$ cat src/keyed_record_hash_table_unit_defines.svh
// Assertion macros shared by the keyed record hash table unit.
// Each macro expects signals named clk and rst_n in the scope of use.
`ifndef KEYED_RECORD_HASH_TABLE_UNIT_DEFINES_SVH
`define KEYED_RECORD_HASH_TABLE_UNIT_DEFINES_SVH

// Same-cycle implication.
`define KHTU_ASSERT_IMP(lbl, ante, cons, msg) \
  lbl: assert property (@(posedge clk) disable iff (!rst_n) (ante) |-> (cons)) else $error(msg);

// Next-cycle implication.
`define KHTU_ASSERT_NXT(lbl, ante, cons, msg) \
  lbl: assert property (@(posedge clk) disable iff (!rst_n) (ante) |=> (cons)) else $error(msg);

`endif

$ cat src/khtu_ram.sv
// Generic single-port-write, single-port-read RAM with registered read data.
// Stand-alone; no package dependence.
`timescale 1ns / 1ps

module khtu_ram #(
  parameter int WIDTH = 8,
  parameter int DEPTH = 16
) (
  input  logic                     clk,
  input  logic                     we,
  input  logic [$clog2(DEPTH)-1:0] waddr,
  input  logic [WIDTH-1:0]         wdata,
  input  logic                     re,
  input  logic [$clog2(DEPTH)-1:0] raddr,
  output logic [WIDTH-1:0]         rdata
);

  logic [WIDTH-1:0] mem [DEPTH];

  always_ff @(posedge clk) begin
    if (we) begin
      mem[waddr] <= wdata;
    end
    if (re) begin
      rdata <= mem[raddr];
    end
  end

endmodule

$ cat config.mk
export PLATFORM = sky130hd
export DESIGN_NAME = khtu_ram
export DESIGN_NICKNAME = d
export VERILOG_FILES = /design/src/keyed_record_hash_table_unit_defines.svh /design/src/khtu_ram.sv
export SDC_FILE = /design/constraint.sdc
export NUM_CORES = 1
export LEC_CHECK = 0
export ABC_AREA = 1
export BUFFER_PORTS_ARGS = -buffer_cell sky130_fd_sc_hd__clkbuf_2
export CAP_MARGIN = 20
export CORE_ASPECT_RATIO = 1.25
export CORE_MARGIN = 2
export CORE_UTILIZATION = 50
export DETAILED_ROUTE_END_ITERATION = 10
export GPL_TIMING_DRIVEN = 0
export PLACE_DENSITY = 0.74
export SETUP_SLACK_MARGIN = 0.3
export SKIP_CTS_REPAIR_TIMING = 1
export SLEW_MARGIN = 10
export SYNTH_ARGS = -nofsm -noshare
export SYNTH_HDL_FRONTEND = slang
export SYNTH_SLANG_ARGS = --single-unit
$ cat constraint.sdc
create_clock -name clk -period 1 [get_ports clk]
set_input_delay 0.1 -clock clk [delete_from_list [all_inputs] [get_ports clk]]
set_output_delay 0.1 -clock clk [all_outputs]
set_load 0.01 [all_outputs]
## Word level (Yosys, flattened, before mapping)

Memories as Yosys holds them, arrays and structs flattened. A register that Yosys moved wholly into a read port is not among the register bits.
Cells that the tools add are included.

| word-level totals | value |
|---|---|
| bits in registers | 0 |
| bits in writable memories | 128 |
| input port bits | 19 |
| output and inout bits | 8 |
| logic and storage cells | 3 |
| memories | 1 |

| operators by class | value |
|---|---|
| mux-type cells | 2 |

Memory list:

| memory | depth | width | rd ports | clocked after memory_dff | write ports | RTL line | source |
|---|---|---|---|---|---|---|---|
| mem | 16 | 8 | 1 | 1 | 1 | khtu_ram.sv:18 | `logic [WIDTH-1:0] mem [DEPTH];` |

Operators with widths:

| cell | number |
|---|---|
| $mux 1 | 2 |

## Longest topological paths before layout

| depth | value |
|---|---|
| word-level depth | 2 |
| mapped depth | 8 |
| depth with buffers taken out | 7 |

## Worst setup path after synthesis

No wires, ideal clock.

| timing path | value |
|---|---|
| path type | input port to flip-flop |
| start | in waddr[3] |
| end | mem mem[4][0] (enable) |
| library setup time | 370 ps |
| arrival | 681 ps |
| required time | 630 ps |
| slack | -51 ps |
| stages | 2 |
| buffers on the path | 0 |
| cells stage by stage | nand3b_1 > nor2_1 |

RTL lines:

| item | RTL line | source |
|---|---|---|
| start: declaration | khtu_ram.sv:11 | `input logic [$clog2(DEPTH)-1:0] waddr,` |
| end: declaration | khtu_ram.sv:18 |  |

No word-level cell before the write port.

==> reports/results.tsv <==
stage	metric	value	unit
worst_hold_path	Hold Path Cell Cnt	1	
power	Internal	10.9	mW
yosys	Seq/Total Area, Yosys	69.8	%
sta	Final Setup Violations	16	
critical_path	WP data required	1.18	ns
critical_path	cells on worst reg2reg path	6	
clocking	clock sink count	136	
sta	final period utilization	112	%
power	Peak VDD IR	1.39	mV
cells_and_area	most common cell after layout, fill and taps aside	nand2_1	
placement	IO buf count	23	
critical_path	critical path cell sequence	inv_1 > nand2_1 > nand3_2 > nand3_2 > nand3_2 > nand2_2	
die	row cnt	44	
clocking	clk buf depth	2	
drt	Final ANT Viol Nets	0	
drt	via count	4063	
yosys	number of synthesized register bits	136	
yosys	Post-Synthesis Cells	551	
critical_path	Setup crit start	mem[0][7]	
power	Total Power	13.9	mW
power	Clock Power Share	46.4	%
drt	DRC viols	0	
die	die area	0.0126	mm²
run_status	status	finished with violations	
global_routing	largest net degree at the start of global routing	17	
sta	clock skew	0.00794	ns
critical_path	R2R Path Start	mem[0][7]	
flow_run	maxcap violations	0	
cells_and_area	share of cells above drive strength 1	24.6	%
critical_path	CP peak stage delay	0.40	ns
drt	Initial DRC Count	507	
sta	Final Hold Fails	0	
cells_and_area	Final nets	624	
clocking	CTS tree	done	
global_routing	antenna violations before repair	0	
clocking	clk_lat worst skew	0.43	ns
yosys	ranking of synthesized cells by area	edfxtp_1 70%, nand2_1 11%, nand3_1 8.3%	
critical_path	Most Frequent Cell on Critical Path	nand3_2	
sta	setup TNS	-0.901	ns
yosys	Post-Syn Area	0.00585	mm²
yosys	Post-Syn Area per Cell	10.6	µm²
power	power density over the cells	1910	mW/mm²
worst_hold_path	hold wc startpoint	re	
global_routing	grt ovf	0	
critical_path	slowest cell on the critical path	edfxtp_1	
global_routing	vias in the first global route	3948	
die	Die Ht	125	µm
cells_and_area	area of the multi-input gates	0.00154	mm²
clocking	H-tree depth	4	
power	sequential share of power	46.4	%
yosys	synth unique cells	11	
critical_path	reg-to-reg setup timing slack	-0.12	ns
placement	Post-DP Area	0.00629	mm²
drt	mean routed wirelength per cell	18.8	µm
cells_and_area	Fillers	790	
die	# IOs	27	
yosys	Yosys warnings	0	
placement	RD Place Congestion	0.896	
yosys	Post-Syn Nets	570	
power	Net Sw Power	3.05	mW
global_routing	Tot GR Track Use	23.2	%
critical_path	Buf/Inv on CP	1	
sta	RSZ-0062 raised after global routing	yes	
placement	Detailed Place HPWL	8.85	mm
critical_path	critical path peak fanout	1	
critical_path	RR Endpoint	rdata[7]	
sta	worst slew pin tran	0.450	ns
critical_path	Setup crit end kind	register	
power	Gate power share	7.3	%
die	Core ar.	0.0115	mm²
clocking	clk slew on worst S/H paths	0.06	ns
power	Leakage	3.09	nW
sta	Max Slew Vio Count	0	
die	die width	101	µm
die	Initial Util	50.8	%
worst_hold_path	Worst Hold Class	input port to register	
sta	Peak Freq	894	MHz
drt	final wirelength	14.2	mm
critical_path	CP delay by family, top	simple AND/OR/NAND/NOR gates	
yosys	top cell type's share of synthesized area	69.8	%
sta	Relative slew margins	70.0	%
clocking	CTS buffer count	17	
cells_and_area	most frequent cells in the layout	159 x nand2_1, 136 x edfxtp_1, 97 x inv_1	
critical_path	crit path kind	register to register	
yosys	cell taking the most area after synthesis	edfxtp_1	
cells_and_area	synth-to-layout area growth	24.6	%
critical_path	Setup crit start kind	register	
power	Net Sw Frac	21.9	%
worst_hold_path	Worst Hold Endpoint	rdata[0]	
sta	worst setup margin	-0.119	ns
drt	first-pass detailed-route iteration total	5	
global_routing	first-pass GRT wire length	21.2	mm
critical_path	Worst Path Arrival	1.30	ns
sta	min cycle time layout	1.12	ns
cells_and_area	Seq. cell area	0.00408	mm²
cells_and_area	Finished Cell Area	0.00728	mm²
drt	via/cell ratio	5.37	
cells_and_area	Ant. Diodes	0	
clocking	clk root buf	clkbuf_16	
run_status	failing checks	setup timing	
## layer usage
layer  up-vias  GRT usage (%)  routed length (µm)
met5         -              0                   0
met4         0           11.1                 549
met1      1877           28.5                5330
met2       245           37.6                7090
met3        45           6.51                1240
li1       1896              -                   -
## logic make-up (layout without fill, tap and decap cells)
| group | after synthesis | in the layout | share of synthesized area [%] |
|---|---|---|---|
| simple gates | 289 | 289 | 20.8 |
| buf+inv | 126 | 193 | 9.39 |
| flops | 136 | 136 | 69.8 |
## per-stage QoR
| step | instances | setup slack, ns | util (%) | hold WS, ns |
|---|---|---|---|---|
| floorplan | 551 | 0.0264 | - | 0.199 |
| global placement | 712 | -0.406 | 54.7 | 0.481 |
| detailed placement | 712 | -0.430 | 54.7 | 0.498 |
| CTS | 744 | -0.191 | 60.0 | 0.0583 |
| global route | 756 | -0.168 | 63.3 | 0.0605 |
| finish | 756 | -0.119 | 63.3 | 0.0498 |
## final cells by class
| class | instances | area share [%] |
|---|---|---|
| Inverter | 102 | 5.33 |
| Multi-Input combinational cell | 289 | 21.2 |
| Tap cell | 138 | 2.37 |
| Buffer | 24 | 2.54 |
| Clock inverter | 14 | 2.49 |
| Sequential cell | 136 | 56.1 |
| Clock buffer | 18 | 5.89 |
| Timing Repair Buffer | 35 | 4.11 |
## synthesized netlist by cell type
cell,n
buf_1,1
buf_6,6
buf_4,4
buf_2,13
inv_2,2
nand2_1,173
edfxtp_1,136
nand3b_1,2
nor2_1,17
inv_1,100
nand3_1,97
## power by group through the flow
stage                     logic (mW)  registers, mW  clock network, mW
after floorplan                0.501           6.58                  0
after global placement         0.840           6.57                  0
after detailed placement       0.867           6.57                  0
after CTS                      0.876           6.46               6.47
after global routing            1.08           6.47               6.74
final                           1.01           6.46               6.46
## sequential cells by signal (all words and copies together) (netlist names)
signal,cells
rdata,8
mem,128
## worst register-to-register path, delay by kind of cell, from the launching register on
| kind | cells | cell delay [ns] |
|---|---|---|
| DFF | 1 | 0.40 |
| and+or+nand+nor | 5 | 0.42 |
| buffers and inverters | 1 | 0.07 |
## worst max-delay path by stage
stage,cells past startpoint,slack [ns],end
after floorplan,2,0.03,mem[10][0]
after global routing,6,-0.17,rdata[7]
after global placement,8,-0.41,rdata[7]
after detailed placement,8,-0.43,rdata[7]
final,6,-0.12,rdata[7]
after CTS,6,-0.19,rdata[2]
(Power assumes the default switching activity.)
