## src/keyed_record_hash_table_unit_defines.svh

```systemverilog
// Assertion macros shared by the keyed record hash table unit.
// Each macro expects signals named clk and rst_n in the scope of use.
`ifndef KEYED_RECORD_HASH_TABLE_UNIT_DEFINES_SVH
`define KEYED_RECORD_HASH_TABLE_UNIT_DEFINES_SVH

// Same-cycle implication.
`define KHTU_ASSERT_IMP(lbl, ante, cons, msg) \
  lbl: assert property (@(posedge clk) disable iff (!rst_n) (ante) |-> (cons)) else $error(msg);

// Next-cycle implication.
`define KHTU_ASSERT_NXT(lbl, ante, cons, msg) \
  lbl: assert property (@(posedge clk) disable iff (!rst_n) (ante) |=> (cons)) else $error(msg);

`endif

```

## src/khtu_pkg.sv

```systemverilog
// Package for the keyed record hash table unit: sizes, codes and item types.
// Used by every module of the block except khtu_ram; depends on nothing.
`timescale 1ns / 1ps

package khtu_pkg;

  localparam int NUM_BUCKETS = 101;
  localparam int BUCKET_WAYS = 4;

  localparam int KEY_W   = 31;
  localparam int GRADE_W = 14;
  localparam int COUNT_W = 9;
  localparam int SUM_W   = 22;

  localparam int BKT_W     = $clog2(NUM_BUCKETS);
  localparam int FILL_W    = $clog2(BUCKET_WAYS + 1);
  localparam int WAY_W     = (BUCKET_WAYS > 1) ? $clog2(BUCKET_WAYS) : 1;
  localparam int DSTEP_W   = $clog2(SUM_W + 1);

  // Scaled reciprocal of the bucket count: (key * HASH_RECIP) >> HASH_SHIFT is
  // the exact quotient for every key of KEY_W bits.
  localparam int HASH_SHIFT = KEY_W + BKT_W;
  localparam int RECIP_W    = KEY_W + 1;
  localparam logic [RECIP_W-1:0] HASH_RECIP =
    RECIP_W'(((64'd1 << HASH_SHIFT) + 64'(NUM_BUCKETS) - 64'd1) / 64'(NUM_BUCKETS));

  localparam logic [GRADE_W-1:0] GRADE_MAX = 14'd10000;

  typedef enum logic [1:0] {
    ACT_INSERT = 2'd0,
    ACT_REMOVE = 2'd1,
    ACT_SEARCH = 2'd2,
    ACT_AVERAGE = 2'd3
  } action_t;

  typedef enum logic [1:0] {
    STS_OK        = 2'd0,
    STS_NOT_FOUND = 2'd1,
    STS_FULL      = 2'd2,
    STS_EMPTY     = 2'd3
  } status_t;

  typedef enum logic [1:0] {
    ST_IDLE,
    ST_HASH,
    ST_LOOK,
    ST_DIV
  } state_t;

  typedef struct packed {
    action_t              action;
    logic [KEY_W-1:0]     student_id;
    logic [GRADE_W-1:0]   grade_hundredths;
  } in_item_t;

  typedef struct packed {
    status_t              status;
    logic [GRADE_W-1:0]   found_grade;
    logic [GRADE_W-1:0]   average_hundredths;
    logic [COUNT_W-1:0]   entry_total;
  } out_item_t;

  typedef struct packed {
    logic [KEY_W-1:0]   id;
    logic [GRADE_W-1:0] grade;
  } way_t;

  typedef struct packed {
    logic [FILL_W-1:0]           fill;
    way_t [BUCKET_WAYS-1:0]      ways;
  } row_t;

endpackage

```

## src/khtu_hash.sv

```systemverilog
// Bucket index unit: key modulo the bucket count by reciprocal multiplication.
// Depends on khtu_pkg.
`timescale 1ns / 1ps

module khtu_hash (
  input  logic                          clk,
  input  logic                          rst_n,
  input  logic                          start,
  input  logic [khtu_pkg::KEY_W-1:0]    key,
  output logic                          done,
  output logic [khtu_pkg::BKT_W-1:0]    bucket
);

  localparam int PROD_W = khtu_pkg::KEY_W + khtu_pkg::RECIP_W;
  localparam int QM_W   = 2 * khtu_pkg::BKT_W;

  logic [khtu_pkg::KEY_W-1:0]       key_r, key_nxt;
  logic [khtu_pkg::BKT_W-1:0]       qlo_r, qlo_nxt;
  logic [khtu_pkg::BKT_W-1:0]       rem_r, rem_nxt;
  logic                             mul_r, mul_nxt;
  logic                             sub_r, sub_nxt;
  logic                             done_r, done_nxt;
  logic [PROD_W-1:0]                prod;
  logic [QM_W-1:0]                  qmul;

  // The remainder fits in the index width, so only the low quotient bits are
  // needed and the subtraction wraps harmlessly at that width.
  always_comb begin
    prod     = PROD_W'(key_r) * PROD_W'(khtu_pkg::HASH_RECIP);
    qmul     = QM_W'(qlo_r) * QM_W'(khtu_pkg::NUM_BUCKETS);
    key_nxt  = start ? key : key_r;
    qlo_nxt  = prod[khtu_pkg::HASH_SHIFT +: khtu_pkg::BKT_W];
    rem_nxt  = key_r[khtu_pkg::BKT_W-1:0] - qmul[khtu_pkg::BKT_W-1:0];
    mul_nxt  = start;
    sub_nxt  = mul_r;
    done_nxt = sub_r;
  end

  always_ff @(posedge clk) begin
    if (!rst_n) begin
      mul_r  <= 1'b0;
      sub_r  <= 1'b0;
      done_r <= 1'b0;
    end else begin
      mul_r  <= mul_nxt;
      sub_r  <= sub_nxt;
      done_r <= done_nxt;
    end
    key_r <= key_nxt;
    qlo_r <= qlo_nxt;
    rem_r <= rem_nxt;
  end

  assign done   = done_r;
  assign bucket = rem_r;

endmodule

```

## config.mk

```make
export PLATFORM = sky130hd
export DESIGN_NAME = khtu_hash
export DESIGN_NICKNAME = d
export VERILOG_FILES = /design/src/keyed_record_hash_table_unit_defines.svh /design/src/khtu_pkg.sv /design/src/khtu_hash.sv
export SDC_FILE = /design/constraint.sdc
export NUM_CORES = 1
export LEC_CHECK = 0
export BUFFER_PORTS_ARGS = -buffer_cell sky130_fd_sc_hd__buf_2
export CORE_MARGIN = 4
export CORE_UTILIZATION = 50
export DETAILED_ROUTE_END_ITERATION = 8
export GPL_TIMING_DRIVEN = 0
export PLACE_DENSITY = 0.69
export SYNTH_ARGS = -nofsm -noshare
export SYNTH_HDL_FRONTEND = slang
export SYNTH_SLANG_ARGS = --single-unit
```

## constraint.sdc

```tcl
create_clock -name clk -period 5.9 [get_ports clk]
set_input_delay 1.18 -clock clk [delete_from_list [all_inputs] [get_ports clk]]
set_output_delay 1.18 -clock clk [all_outputs]
set_load 0.01 [all_outputs]
```

### Word-level counts from Yosys, hierarchy flattened

Cells that the tools add are included.

* add/subtract/negate cells: 1
* multiply operators: 2

Operators by type and width (number)
* $mul A31 B30 Y43 const B: 1
* $mul A7 B6 Y7 const B: 1
* $sub A7 B7 Y7: 1

* bits in registers: 48
* input port bits: 34
* output and inout bits: 8
* word-level logic and storage cells: 9

### Longest topological paths before layout

* depth after elaboration: 2
* gate-level depth with buffers: 24
* gate-level depth less buffers: 24

### Worst setup path before layout

No wires, ideal clock.

* path type: reg2reg
* from: register key_r[15] in the netlist's numbering
* to: register qlo_r[0] in the netlist's numbering
* library setup time: 0.125 ns
* data arrival time: 6.250 ns
* path slack: -0.475 ns
* cell stages (with the launch flop): 23
* path buffers: 0
* cells stage by stage: edfxtp_1 > inv_1 > fa_1 > inv_1 > fa_1 > fa_1 > inv_1 > fa_1 > inv_1 > fa_1 > fa_1 > fa_1 > inv_1 > fa_1 > inv_1 > ha_1 > a21o_1 > a21oi_2 > o211ai_2 > a211oi_2 > a211oi_1 > o41ai_1 > nor2_1

* longest elaborated chain between the ends: 1

RTL lines
* start: declaration: line khtu_hash.sv:17 `logic [khtu_pkg::KEY_W-1:0] key_r, key_nxt;`
* start signal: assignment: line khtu_hash.sv:49 `key_r <= key_nxt;`
* $mul A31 B30 Y43: line khtu_hash.sv:29 `prod = PROD_W'(key_r) * PROD_W'(khtu_pkg::HASH_RECIP);`
* via prod[38]: line khtu_hash.sv:23 `logic [PROD_W-1:0] prod;`
* end signal: assignment: line khtu_hash.sv:50 `qlo_r <= qlo_nxt;`
* end: declaration: line khtu_hash.sv:18 `logic [khtu_pkg::BKT_W-1:0] qlo_r, qlo_nxt;`

The timed path passes the listed nets, and every way through them passes these cells.
A chain may end at the register's enable or synchronous reset.

### Worst setup path in the final report

* from: register key_r[11] in the netlist's numbering
* to: register qlo_r[4] in the netlist's numbering

The elaborated chain is that of the path after synthesis.

==> reports/summary.txt <==
Root Buffer: clkbuf_16
routed len/inst: 20.75 um
Clock Skews: 0.01568 ns
Pins Over Slew Limit: 0
sequential cell area fraction in the yosys report: 9.233%
Ys Warns: 0
largest delay contributor family on the critical path: adder cells
worst slack, placed: -1.081 ns
crit-path cells: inv_4 > fa_1 > inv_2 > fa_1 > fa_1 > inv_2 > fa_1 > inv_1 > fa_1 > fa_1 > fa_1 > inv_1 > fa_1 > inv_2 > ha_4 > a21o_1 > a21oi_2 > o211ai_2 > a211oi_4 > a2111oi_4 > buf_4 > a311oi_2
drt pass-1 iters: 5
clock slew at reported path FFs: 0.09 ns
largest net degree at the start of global routing: 33
Startpoint Class: register
Max Buffers Root-to-Sink: 2
Hold Startpoint: mul_r
slack of the worst reg-to-reg path: -0.68 ns
CTS H-tree lvls: 2
vias: 9085
syn nets: 1894
WP data required: 6.13 ns
DRT iter0 DRCs: 420
nets@finish: 1995
number of diodes: 0
cell depth of the worst hold path: 1
max incr delay on CP: 0.56 ns
Syn Inst Count: 1293
vias in the first global route: 10390
Critical Path Slowest Stage Cell: fa_1
most common cell after layout, fill and taps aside: inv_1
Core ar.: 0.02703 sq mm
CP dominant cell by count: fa_1
CTS tree: done
I/O pins: 42
worst path bufs/invs: 7
clk_lat worst skew: 0.33 ns
crit path kind: reg2reg
WL final: 36020 um
Reg-to-Reg Start: key_r[11]
Die Span Y: 173.9 um
CP endpoint kind: register
CTS buffer count: 5
Worst-Margin Slew: 0.9330 ns
Cell Area, Synth: 0.01377 sq mm
outcome: complete, but fails checks
commonest non-fill, non-tap cells in the layout: 424 x inv_1, 285 x fa_1, 254 x ha_1
RSZ-0062 raised after global routing: yes
dominant synthesized flop cell: edfxtp_1
Starting Density: 50.94%
Fill cells: 2325
failing checks: setup timing
Setup WS post-layout: -0.6757 ns
Tcrit/Tclk final: 111.5%
Post-synth EDFFs: 31
Area growth, synth to finish: 11.73%
Worst EP arrival: 6.80 ns
Crit Path Max Fanout: 5
FMAX: 152.1 MHz
DPL Wire Length: 30950 um
hold path endpoint: done_nxt
FF+latch count, synth: 48
CTS sink count: 48
Cell Rows: 60
DRC viols: 0
Die X: 173.9 um
layout cells sized above 1: 14.19%
relative slew slack: 37.80%
remaining antenna violation count: 0
Synth Area per Inst: 10.65 sq um
first-pass GRT wire length: 56670 um
Buffers on Ports: 41
async set-reset flop share out of synthesis: 0%
Die ar.: 0.03026 sq mm
Max-cap violations: 0
Hold Vio Cnt, Final: 0
# hold bufs at CTS: 0
Tot GR Track Use: 25.11%
Netlist cell types: 52
total gr overflow: 0
FF-to-FF End: qlo_r[4]
Final setup viols: 7
min-delay worst type: reg2reg
Crit path depth: 22
RePlAce Congestion: 0.9749
antenna violations before repair: 0
worst-case reg-to-reg path depth: 22
Vias/cell: 5.233
minimum clock period: 6.576 ns
==> metrics by stage <==
| step | util (%) | hold WS [ns] | TNS (ns) | instance area, sq um | instances |
|---|---|---|---|---|---|
| after floorplan | - | 0.4118 | -1.128 | 13880 | 1293 |
| after global placement | 53.71 | 0.4186 | -6.773 | 14520 | 1675 |
| after detailed placement | 53.71 | 0.4253 | -7.022 | 14520 | 1675 |
| after CTS | 55.80 | 0.4433 | -4.168 | 15080 | 1722 |
| after global routing | 56.92 | 0.4553 | -5.314 | 15380 | 1736 |
| final | 56.92 | 0.4375 | -4.004 | 15380 | 1736 |
==> per-layer routing <==
metal | vias up | GRT usage [%] | wire (um)
met5 | - | 0 | 0
met4 | 0 | 9.634 | 1615
met3 | 75 | 4.828 | 2207
met2 | 278 | 43.37 | 17880
met1 | 4597 | 31.39 | 14320
li1 | 4135 | - | -
==> registers in the layout, indices dropped and copies added, names as in the netlist <==
| register | cells |
|---|---|
| done | 1 |
| qlo_r | 7 |
| done_nxt | 1 |
| key_r | 31 |
| bucket | 7 |
| mul_r | 1 |
==> worst max-delay path by stage <==
stage                     startpoint       end  slack [ns]
after floorplan            key_r[15]  qlo_r[0]       -0.30
after global placement      key_r[5]  qlo_r[5]       -1.04
after detailed placement    key_r[5]  qlo_r[4]       -1.08
after CTS                   key_r[8]  qlo_r[6]       -0.66
after global routing       key_r[11]  qlo_r[4]       -0.88
final                      key_r[11]  qlo_r[4]       -0.68
==> worst reg2reg max path, cell delays in order (launching register included) <==
cell,delay (ns)
edfxtp_1,0.50
inv_4,0.09
fa_1,0.56
inv_2,0.04
fa_1,0.47
fa_1,0.53
inv_2,0.04
fa_1,0.49
inv_1,0.05
fa_1,0.50
fa_1,0.45
fa_1,0.51
inv_1,0.06
fa_1,0.54
inv_2,0.05
ha_4,0.24
a21o_1,0.19
a21oi_2,0.16
o211ai_2,0.15
a211oi_4,0.30
a2111oi_4,0.15
buf_4,0.16
a311oi_2,0.25
==> synthesized netlist by cell type (2+ instances only) <==
cell type | instances | area, sq um
ha_1 | 272 | 3403
a21oi_1 | 39 | 195.2
o21ai_0 | 14 | 70.07
nand3b_1 | 2 | 15.01
and3_1 | 2 | 12.51
nor4_1 | 2 | 12.51
o211ai_1 | 4 | 30.03
a211o_1 | 2 | 17.52
nor2_1 | 13 | 48.80
nand2b_1 | 2 | 12.51
o2111ai_1 | 2 | 17.52
dfxtp_1 | 17 | 340.3
a211oi_2 | 2 | 25.02
a21o_1 | 12 | 90.09
edfxtp_1 | 31 | 930.9
o31ai_2 | 2 | 25.02
nor3_1 | 4 | 20.02
nand3_1 | 10 | 50.05
nand2_1 | 20 | 75.07
inv_1 | 454 | 1704
nand4_1 | 7 | 43.79
o221ai_1 | 2 | 17.52
and2_1 | 5 | 31.28
fa_1 | 295 | 5906
o21ai_1 | 5 | 25.02
o211ai_2 | 2 | 25.02
xor2_1 | 11 | 96.34
xnor2_1 | 33 | 289.0
o21bai_1 | 4 | 30.03
==> cell type report <==
class	instances	area (sq um)	share of cell area, %
Buffer	1	3.754	0.02440
Clock buffer	7	163.9	1.065
Clock inverter	1	8.758	0.05693
Inverter	455	1732	11.26
Multi-Input combinational cell	789	11170	72.61
Sequential cell	48	1271	8.264
Tap cell	341	426.7	2.773
Timing Repair Buffer	94	606.8	3.945
==> what timing repair did <==
action / CTS / global route
setup buffers: 39 / 14
gates resized for setup: 31 / 51
endpoints found under the setup margin: 7 / 7
pin swaps: 33 / 41
==> kinds of logic (layout without fill, tap and decap cells) <==
kind of cell | Yosys count | after routing | synth area share [%]
AOI/OAI and AO/OA | 106 | 106 | 5.298
xor gates and xnor gates | 44 | 44 | 2.799
adders and majority gates | 567 | 567 | 67.61
buffers and inverters | 456 | 558 | 12.43
DFF | 48 | 48 | 9.233
and+or+nand+nor | 72 | 72 | 2.626
Power is not shown: default switching activity piles up to over one toggle a cycle in this logic, so the estimate is an artifact.
