$ cat config.mk
export PLATFORM = sky130hd
export DESIGN_NAME = khtu_div
export DESIGN_NICKNAME = d
export VERILOG_FILES = /design/src/keyed_record_hash_table_unit_defines.svh /design/src/khtu_pkg.sv /design/src/khtu_div.sv
export SDC_FILE = /design/constraint.sdc
export NUM_CORES = 1
export LEC_CHECK = 0
export BUFFER_PORTS_ARGS = -buffer_cell sky130_fd_sc_hd__buf_2
export CELL_PAD_IN_SITES_DETAIL_PLACEMENT = 1
export CELL_PAD_IN_SITES_GLOBAL_PLACEMENT = 2
export CORE_MARGIN = 2
export CORE_UTILIZATION = 35
export DETAILED_ROUTE_END_ITERATION = 12
export PLACE_DENSITY_LB_ADDON = 0.1
export REMOVE_ABC_BUFFERS = 1
export SETUP_SLACK_MARGIN = 0.3
export SLEW_MARGIN = 25
export SYNTH_ARGS = -nofsm -noshare
export SYNTH_HDL_FRONTEND = slang
export SYNTH_SLANG_ARGS = --single-unit
$ cat constraint.sdc
create_clock -name clk -period 3.4 [get_ports clk]
set_clock_uncertainty 0.1 [all_clocks]
set_input_delay 0.34 -clock clk [delete_from_list [all_inputs] [get_ports clk]]
set_output_delay 0.34 -clock clk [all_outputs]
set_load 0.005 [all_outputs]
$ cat src/keyed_record_hash_table_unit_defines.svh
// Assertion macros shared by the keyed record hash table unit.
// Each macro expects signals named clk and rst_n in the scope of use.
`ifndef KEYED_RECORD_HASH_TABLE_UNIT_DEFINES_SVH
`define KEYED_RECORD_HASH_TABLE_UNIT_DEFINES_SVH

// Same-cycle implication.
`define KHTU_ASSERT_IMP(lbl, ante, cons, msg) \
  lbl: assert property (@(posedge clk) disable iff (!rst_n) (ante) |-> (cons)) else $error(msg);

// Next-cycle implication.
`define KHTU_ASSERT_NXT(lbl, ante, cons, msg) \
  lbl: assert property (@(posedge clk) disable iff (!rst_n) (ante) |=> (cons)) else $error(msg);

`endif

$ cat src/khtu_pkg.sv
// Package for the keyed record hash table unit: sizes, codes and item types.
// Used by every module of the block except khtu_ram; depends on nothing.
`timescale 1ns / 1ps

package khtu_pkg;

  localparam int NUM_BUCKETS = 101;
  localparam int BUCKET_WAYS = 4;

  localparam int KEY_W   = 31;
  localparam int GRADE_W = 14;
  localparam int COUNT_W = 9;
  localparam int SUM_W   = 22;

  localparam int BKT_W     = $clog2(NUM_BUCKETS);
  localparam int FILL_W    = $clog2(BUCKET_WAYS + 1);
  localparam int WAY_W     = (BUCKET_WAYS > 1) ? $clog2(BUCKET_WAYS) : 1;
  localparam int DSTEP_W   = $clog2(SUM_W + 1);

  // Scaled reciprocal of the bucket count: (key * HASH_RECIP) >> HASH_SHIFT is
  // the exact quotient for every key of KEY_W bits.
  localparam int HASH_SHIFT = KEY_W + BKT_W;
  localparam int RECIP_W    = KEY_W + 1;
  localparam logic [RECIP_W-1:0] HASH_RECIP =
    RECIP_W'(((64'd1 << HASH_SHIFT) + 64'(NUM_BUCKETS) - 64'd1) / 64'(NUM_BUCKETS));

  localparam logic [GRADE_W-1:0] GRADE_MAX = 14'd10000;

  typedef enum logic [1:0] {
    ACT_INSERT = 2'd0,
    ACT_REMOVE = 2'd1,
    ACT_SEARCH = 2'd2,
    ACT_AVERAGE = 2'd3
  } action_t;

  typedef enum logic [1:0] {
    STS_OK        = 2'd0,
    STS_NOT_FOUND = 2'd1,
    STS_FULL      = 2'd2,
    STS_EMPTY     = 2'd3
  } status_t;

  typedef enum logic [1:0] {
    ST_IDLE,
    ST_HASH,
    ST_LOOK,
    ST_DIV
  } state_t;

  typedef struct packed {
    action_t              action;
    logic [KEY_W-1:0]     student_id;
    logic [GRADE_W-1:0]   grade_hundredths;
  } in_item_t;

  typedef struct packed {
    status_t              status;
    logic [GRADE_W-1:0]   found_grade;
    logic [GRADE_W-1:0]   average_hundredths;
    logic [COUNT_W-1:0]   entry_total;
  } out_item_t;

  typedef struct packed {
    logic [KEY_W-1:0]   id;
    logic [GRADE_W-1:0] grade;
  } way_t;

  typedef struct packed {
    logic [FILL_W-1:0]           fill;
    way_t [BUCKET_WAYS-1:0]      ways;
  } row_t;

endpackage

$ cat src/khtu_div.sv
// Restoring divider for the average query, one quotient bit per cycle.
// Depends on khtu_pkg.
`timescale 1ns / 1ps

module khtu_div (
  input  logic                          clk,
  input  logic                          rst_n,
  input  logic                          start,
  input  logic [khtu_pkg::SUM_W-1:0]    num,
  input  logic [khtu_pkg::COUNT_W-1:0]  den,
  output logic                          done,
  output logic [khtu_pkg::SUM_W-1:0]    quo
);

  logic [khtu_pkg::SUM_W-1:0]    num_r, num_nxt;
  logic [khtu_pkg::COUNT_W-1:0]  rem_r, rem_nxt;
  logic [khtu_pkg::COUNT_W-1:0]  den_r, den_nxt;
  logic [khtu_pkg::DSTEP_W-1:0]  cnt_r, cnt_nxt;
  logic                          run_r, run_nxt;
  logic                          done_r, done_nxt;
  logic [khtu_pkg::COUNT_W:0]    trial;
  logic                          qbit;

  always_comb begin
    trial = {rem_r, num_r[khtu_pkg::SUM_W-1]};
    qbit  = (trial >= {1'b0, den_r});
    if (qbit) begin
      trial = trial - {1'b0, den_r};
    end
  end

  // The dividend register shifts out its top bit and takes in the quotient bit.
  always_comb begin
    num_nxt  = num_r;
    rem_nxt  = rem_r;
    den_nxt  = den_r;
    cnt_nxt  = cnt_r;
    run_nxt  = run_r;
    done_nxt = 1'b0;
    if (start) begin
      num_nxt = num;
      rem_nxt = '0;
      den_nxt = den;
      cnt_nxt = khtu_pkg::DSTEP_W'(khtu_pkg::SUM_W);
      run_nxt = 1'b1;
    end else if (run_r) begin
      num_nxt = {num_r[khtu_pkg::SUM_W-2:0], qbit};
      rem_nxt = trial[khtu_pkg::COUNT_W-1:0];
      cnt_nxt = cnt_r - 1'b1;
      if (cnt_r == khtu_pkg::DSTEP_W'(1)) begin
        run_nxt  = 1'b0;
        done_nxt = 1'b1;
      end
    end
  end

  always_ff @(posedge clk) begin
    if (!rst_n) begin
      run_r  <= 1'b0;
      done_r <= 1'b0;
      cnt_r  <= '0;
    end else begin
      run_r  <= run_nxt;
      done_r <= done_nxt;
      cnt_r  <= cnt_nxt;
    end
    num_r <= num_nxt;
    rem_r <= rem_nxt;
    den_r <= den_nxt;
  end

  assign done = done_r;
  assign quo  = num_r;

endmodule

Yosys cells after proc, flatten, opt, wreduce, memory -nomap -nowiden
Index checks and enable logic that the tools add are counted.

storage, ports and cells
  ROM bits = 0
  register bits after elaboration = 47
  bits in writable memories = 0
  output and inout port bits = 23
  memories = 0
  bits in latches = 0

cells by class
  equal/unequal tests = 1
  add/sub/neg operators = 2
  $mul = 0
  reductions and logical operators = 3
  bitwise operators = 2
  shift operators = 0
  div/mod/pow operators = 0
  magnitude comparators = 1
  mux-type cells = 9

operators by type and width
  cell                                                                    count
  22-bit 2-to-1 mux                                                       2
  10-bit by 9-bit >= comparator with 1-bit output                         1
  5-bit 2-to-1 mux                                                        2
  9-bit 2-to-1 mux                                                        1
  9-bit subtractor                                                        1
  5-bit by 1-bit equality test with 1-bit output (second input constant)  1
  5-bit by 1-bit subtractor with 5-bit output (second input constant)     1
  1-bit 2-to-1 mux                                                        4
  3-bit OR reduction                                                      1
  1-bit inverter                                                          2
  2-bit nonzero test                                                      1
  2-bit OR reduction                                                      1

Longest topological paths before layout
Gate-level depths: netlist of run 1.

  depth in word-level cells = 4
  mapped depth = 9
  gate-level depth less buffers = 9

Worst setup path before layout of run 1
No wires, ideal clock.

  path kind = reg-to-reg
  from = register num_r (netlist bit quo[21])
  to = register num_r (netlist bit quo[0]) (data pin)
  arrival = 2.106 ns
  data required time = 3.040 ns
  period minus slack after synthesis = 2.466 ns
  slack = 0.934 ns
  stages on the path, launching flop included = 9
  cell sequence = edfxtp_1 -> inv_1 -> ha_1 -> inv_1 -> fa_1 -> a211oi_1 -> o21a_1 -> o211ai_4 -> mux2_2

between the ends
  cells in the longest elaborated chain, start to end = 3

ends and longest elaborated chain
  item                                             RTL line        RTL
  from (decl)                                      khtu_div.sv:15  logic [khtu_pkg::SUM_W-1:0] num_r, num_nxt;
  from (signal assigned)                           khtu_div.sv:67  num_r <= num_nxt;
  10-bit by 9-bit >= comparator with 1-bit output  khtu_div.sv:26  qbit = (trial >= {1'b0, den_r});
  22-bit 2-to-1 mux                                khtu_div.sv:46  end else if (run_r) begin
  22-bit 2-to-1 mux                                khtu_div.sv:40  if (start) begin
  named net num_nxt (one bit)                      khtu_div.sv:15

The timed path passes the listed nets, and every way through them passes these cells. The select of a mux whose other input is x is not followed.
A chain may end at the register's enable or synchronous reset.

Worst setup path in the final report of run 1
Ends and elaborated chain as after synthesis.

==> results.cfg, run 1 <==
[route]
firstDrtPassIters = 4
dr_total_vias = 1694
wirelength_um = 5180
drt_iter0_drc = 65
wl_per_cell_um = 15.4
routed_via_density = 5.04
drc = 0
antenna_left = 0

[placed_design]
place_hpwl_um = 3870
gp_congestion = 0.779
placed_cells = 328
portBuffers = 56
dp_slack_ps = 681

[worst_setup_path]
cp-end-kind = flop
cp_max_fo = 9
reg2reg_from = quo[21]$_DFFE_PP_
crit_type = reg2reg
reg2reg_depth = 8
crit_path_start_kind = flop
critPathRequiredTime_ps = 3370
reg2reg_slack_ps = 680
setup.worst_path.end = quo[0]$_DFFE_PP_
crit_arrival_ps = 2680
r2r_end = quo[0]$_DFFE_PP_
startpoint = quo[21]$_DFFE_PP_

[sta]
finalCriticalPeriod_ps = 2720
worstMarginPinSlew_ps = 537
finalSetupTns_ps = 0
whs_ps = 108
final_hold_viol_count = 0
rsz0062_at_grt = false
finalSetupViolCount = 0
fmax_mhz = 368
fin_ws_ps = 684
max-slew-margin-rel_pct = 64.2
fin_crit_sh_pct = 79.9
drv_slew = 0

[yosys]
synth-seq-cells = 47
ys_warn_count = 0
synth_edf_count = 31
synth-seq-area-share_pct = 52.4
syn_area_um2 = 2390
ys_top_cells_by_area = edfxtp_1 39%, dfxtp_1 13%, mux2_2 10%
netlist_instances = 196
ys_types = 42
synth.avg_cell_area_um2 = 12.2
synthArstFlopShare_pct = 0
synth_top_area_cell = edfxtp_1
ys.flop_type = edfxtp_1
yosysTopAreaCellShare_pct = 39.0

[cts]
clk_pin_slew_ps = 90
hold_buffers = 0
clk_path_buf_depth = 2
postCtsSetupBuffers = 0
cts_buffers = 5
cts.sinks = 47
cts_resized = 0
cts_tree = built
cts-root-buf = clkbuf_8
h-tree-depth = 2
insertion_delay_ps = 300

[pwr]
leakage_nw = 1.19
ir_worst_vdd_v = 0.000183
pwr_density_cell_nw_per_um2 = 477

[final_layout]
fin_nets = 301
num_antenna_cells = 0
layoutNonFillerInstCount = 336
area_delta_synth_final_pct = 19.4
num-fill-cells = 780
mostFrequentLayoutCells = 56 x buf_2, 31 x edfxtp_1, 22 x mux2_2, 16 x inv_1, 16 x dfxtp_1
drive_gt1_share_pct = 37.1
mostFrequentLayoutCell = buf_2

[worst_hold_path]
hold_class = in2reg

[floorplan]
pin_count = 57
rows = 30
fp.coreArea_um2 = 6680
dieHeight_um = 86.6
die_w_um = 86.6
die_area_um2 = 7500
initial_utilization_pct = 35.8

[global_routing]
grt_pass1_wl_um = 8600
grt_start_max_net_pins = 24
track_usage_pct = 14.7
grt-ovfl-total = 0
antenna_found_initial = 0
grt_pass1_vias = 1745

[run]
drv_cap = 0

[run_status]
status = completed
## area by class of cell
type	instances	area (µm²)	share of cell area [%]
flip-flops and latches	47	1250	43.9
clock buffers	5	68.8	2.41
repair buffers	59	303	10.6
clock inverters	3	18.8	0.658
multi-input cells	126	1050	36.8
inverters	16	60.1	2.11
well taps	80	100	3.51
## power breakdown
part           switching [mW]  internal, mW  leakage (nW)
Clock                   0.197         0.145        0.0483
Combinational           0.170         0.147         0.697
Sequential             0.0307         0.671         0.442
## Yosys cell counts (2+ instances only)
cell and instances:
dfxtp_1 16, nand3_1 4, mux2i_1 5, a21oi_1 12, xor2_1 4, nand2b_1 2
o211a_1 2, buf_1 3, ha_1 11, o21a_1 4, nor2b_1 2, nor4_1 2
nand2_1 6, edfxtp_1 31, o211ai_1 3, inv_1 16, a311oi_1 2, a211oi_1 7
o311ai_0 2, clkbuf_1 3, nor3_1 2, nor2_1 13, xnor2_1 4, mux2_2 22
## stage by stage
stage	instance area (µm²)	power [mW]	utilization (%)
5_1_grt	2850	1.44	42.7
4_1_cts	2850	1.38	42.7
2_1_floorplan	2360	0.918	-
6_report	2850	1.36	42.7
3_3_place_gp	2770	1.03	41.4
3_5_place_dp	2770	1.03	41.4
## state kept, by name (all words and copies together) (netlist names)
name and count:
done 1, cnt_r 5, run_r 1, den_r 9, rem_r 9, quo 22
## worst min-delay path by stage
stage	startpoint	to	cells past startpoint
after floorplan	start	rem_r[2]$_SDFFE_PP0P_	1
after global placement	rem_r[5]$_SDFFE_PP0P_	rem_r[5]$_SDFFE_PP0P_	2
after detailed placement	rem_r[2]$_SDFFE_PP0P_	rem_r[2]$_SDFFE_PP0P_	2
after CTS	den[6]	den_r[6]$_DFFE_PP_	1
after global routing	den[6]	den_r[6]$_DFFE_PP_	1
final	den[7]	den_r[7]$_DFFE_PP_	1
## critical path: stages, from the launching register on
cell and delay [ps]:
edfxtp_1 420, inv_1 80, ha_1 160, inv_1 50, fa_1 390, a211oi_1 420, o21a_1 350, o211ai_4 190
mux2_2 320
## per-layer routing
| metal | routed length (µm) | up-vias | global-route usage [%] |
|---|---|---|---|
| met2 | 2440 | 33 | 23.1 |
| met1 | 2430 | 810 | 19.8 |
| li1 | - | 845 | - |
| met5 | 0 | - | 0 |
| met4 | 58 | 0 | 4.83 |
| met3 | 243 | 6 | 4.00 |
## cells by family after synthesis
kind of cell / after synthesis / synth area share [%]
AO/OA/AOI/OAI: 38 / 12.0
XOR/XNOR: 8 / 2.93
adder cells (fa/ha/maj): 12 / 6.60
buffers and inverters: 23 / 3.66
flip-flops: 47 / 52.4
multiplexers: 27 / 12.5
AND/OR/NAND/NOR: 41 / 10.0
Power figures use the tool's default switching activity.
==> run 2, diff against run 1 <==
==> constraint.sdc (replaced) <==
create_clock -name clk -period 2.6 [get_ports clk]
set_clock_uncertainty 0.1 [all_clocks]
set_input_delay 0.26 -clock clk [delete_from_list [all_inputs] [get_ports clk]]
set_output_delay 0.26 -clock clk [all_outputs]
set_load 0.005 [all_outputs]
==> run 2 against run 1 <==
Compared with the run above:
- global-route usage grew 0.72 points
- die area is the same
- worst setup slack lost 410 ps
- final cell count grew 2.7%
- non-clock buffer count grew 8
- critical endpoint unchanged
==> results.cfg, run 2 (synthesized netlist as in run 1, its figures left out) <==
[worst_hold_path]
hold_class = in2reg
worstHoldStart = den[5]
hold_depth = 1

[floorplan]
die_w_um = 86.6
rows = 30
dieHeight_um = 86.6
pin_count = 57
initial_utilization_pct = 35.8
fp.coreArea_um2 = 6680
die_area_um2 = 7500

[route]
drt_iter0_drc = 70
drc = 0
wl_per_cell_um = 15.7
dr_total_vias = 1768
routed_via_density = 5.12
antenna_left = 0
wirelength_um = 5430
firstDrtPassIters = 4

[global_routing]
grt_use_met3_pct = 3.71
gr-usage-met2_pct = 25.2
grt_start_max_net_pins = 23
track_usage_pct = 15.5
antenna_found_initial = 0
top_usage_layer = met2
grt-ovfl-total = 0
grt_pass1_vias = 1811
grt_pass1_wl_um = 9030
grt_util_met1_pct = 20.7

[sta]
final_hold_viol_count = 0
fin_crit_sh_pct = 89.5
worstMarginPinSlew_ps = 545
rsz0062_at_grt = true
finalCriticalPeriod_ps = 2330
fin_ws_ps = 273
max-slew-margin-rel_pct = 63.7
finalSetupTns_ps = 0
fmax_mhz = 430
finalSetupViolCount = 0
whs_ps = 26.1
drv_slew = 0

[cts]
clk_path_buf_depth = 2
cts_buffers = 5
clk_pin_slew_ps = 90
cts_tree = built
insertion_delay_ps = 300
cts-root-buf = clkbuf_8
h-tree-depth = 2
cts.sinks = 47
hold_buffers = 0

[worst_setup_path]
cp_max_fo = 5
crit_type = reg2reg
slowest_delay_ps = 410
setup.worst_path.end = quo[0]$_DFFE_PP_
cp_slowest_cell = edfxtp_1
startpoint = quo[21]$_DFFE_PP_
reg2reg_from = quo[21]$_DFFE_PP_
reg2reg_depth = 8
crit_arrival_ps = 2290
path_common_cell = inv_2
path_cells = inv_2, ha_4, inv_2, fa_2, a211oi_2, o21a_2, o211ai_4, mux2_4
critPathRequiredTime_ps = 2560
crit_path_start_kind = flop
reg2reg_slack_ps = 270
cp-end-kind = flop
r2r_end = quo[0]$_DFFE_PP_

[final_layout]
mostFrequentLayoutCell = buf_2
postLayoutCellArea_um2 = 3020
drive_gt1_share_pct = 43.8
mostFrequentLayoutCells = 56 x buf_2, 31 x edfxtp_1, 21 x mux2_2, 16 x dfxtp_1, 14 x inv_1
layoutNonFillerInstCount = 345
num_antenna_cells = 0
largest_register_ffs = 22
utilization_pct = 45.2
fin_nets = 310
area_delta_synth_final_pct = 26.4

[pwr]
p_total_mw = 1.87
leakage_nw = 1.24
pwr_density_cell_nw_per_um2 = 619
ir_worst_vdd_v = 0.000219

[placed_design]
placed_cells = 332
place_hpwl_um = 3960
gp_congestion = 0.759
portBuffers = 56
dp_slack_ps = 32.1
post_dp_cell_area_um2 = 2800

[run_status]
status = completed

[run]
drv_cap = 0
[run 2: changes by cell type in the layout (fill, tap and decap cells not counted), moves of 2 or more]
| cell | before | now |
|---|---|---|
| buf_4 | 3 | 10 |
| ha_1 | 11 | 8 |
| ha_4 | 0 | 3 |
| a211oi_1 | 7 | 5 |
| inv_1 | 16 | 14 |
| inv_2 | 0 | 2 |
[run 2: how the worst min path moves through the flow]
stage	end	slack, ps
after floorplan	rem_r[2]$_SDFFE_PP0P_	230
after global placement	den_r[4]$_DFFE_PP_	340
after detailed placement	den_r[5]$_DFFE_PP_	340
after CTS	den_r[5]$_DFFE_PP_	10
after global routing	den_r[7]$_DFFE_PP_	20
final	den_r[5]$_DFFE_PP_	30
[run 2: report_power, final]
part           switching (mW)  total (mW)  internal [mW]
clock network           0.247       0.462          0.215
logic                   0.243       0.484          0.241
registers              0.0456       0.923          0.878
[run 2: what timing repair did]
action,CTS,global route
setup buffers,2,2
endpoints found under the setup margin,10,10
pin swaps,3,11
gates cloned,1,0
gates resized for setup,5,14
[run 2: per-layer routing]
metal,routed length [µm],vias to the layer above,share of wire [%]
li1,-,866,-
met1,2540,863,47
met2,2600,34,48
met3,237,5,4.4
met4,53,0,0.98
met5,0,-,0
[run 2: final cells by class]
type | instances | area [µm²]
fill | 744 | 3660
sequential | 47 | 1250
multi-input combinational | 127 | 1150
timing repair buffer | 67 | 367
tap | 80 | 100
clock buffer | 7 | 86.3
inverter | 16 | 60.1
clock inverter | 1 | 5.00
[run 2: worst max-delay path: cells and delay by family (launching register included)]
family,cells,cell delay [ps]
AOI/OAI and AO/OA,3,670
adders and majority gates,2,490
buffers and inverters,2,110
DFF,1,410
muxes,1,300
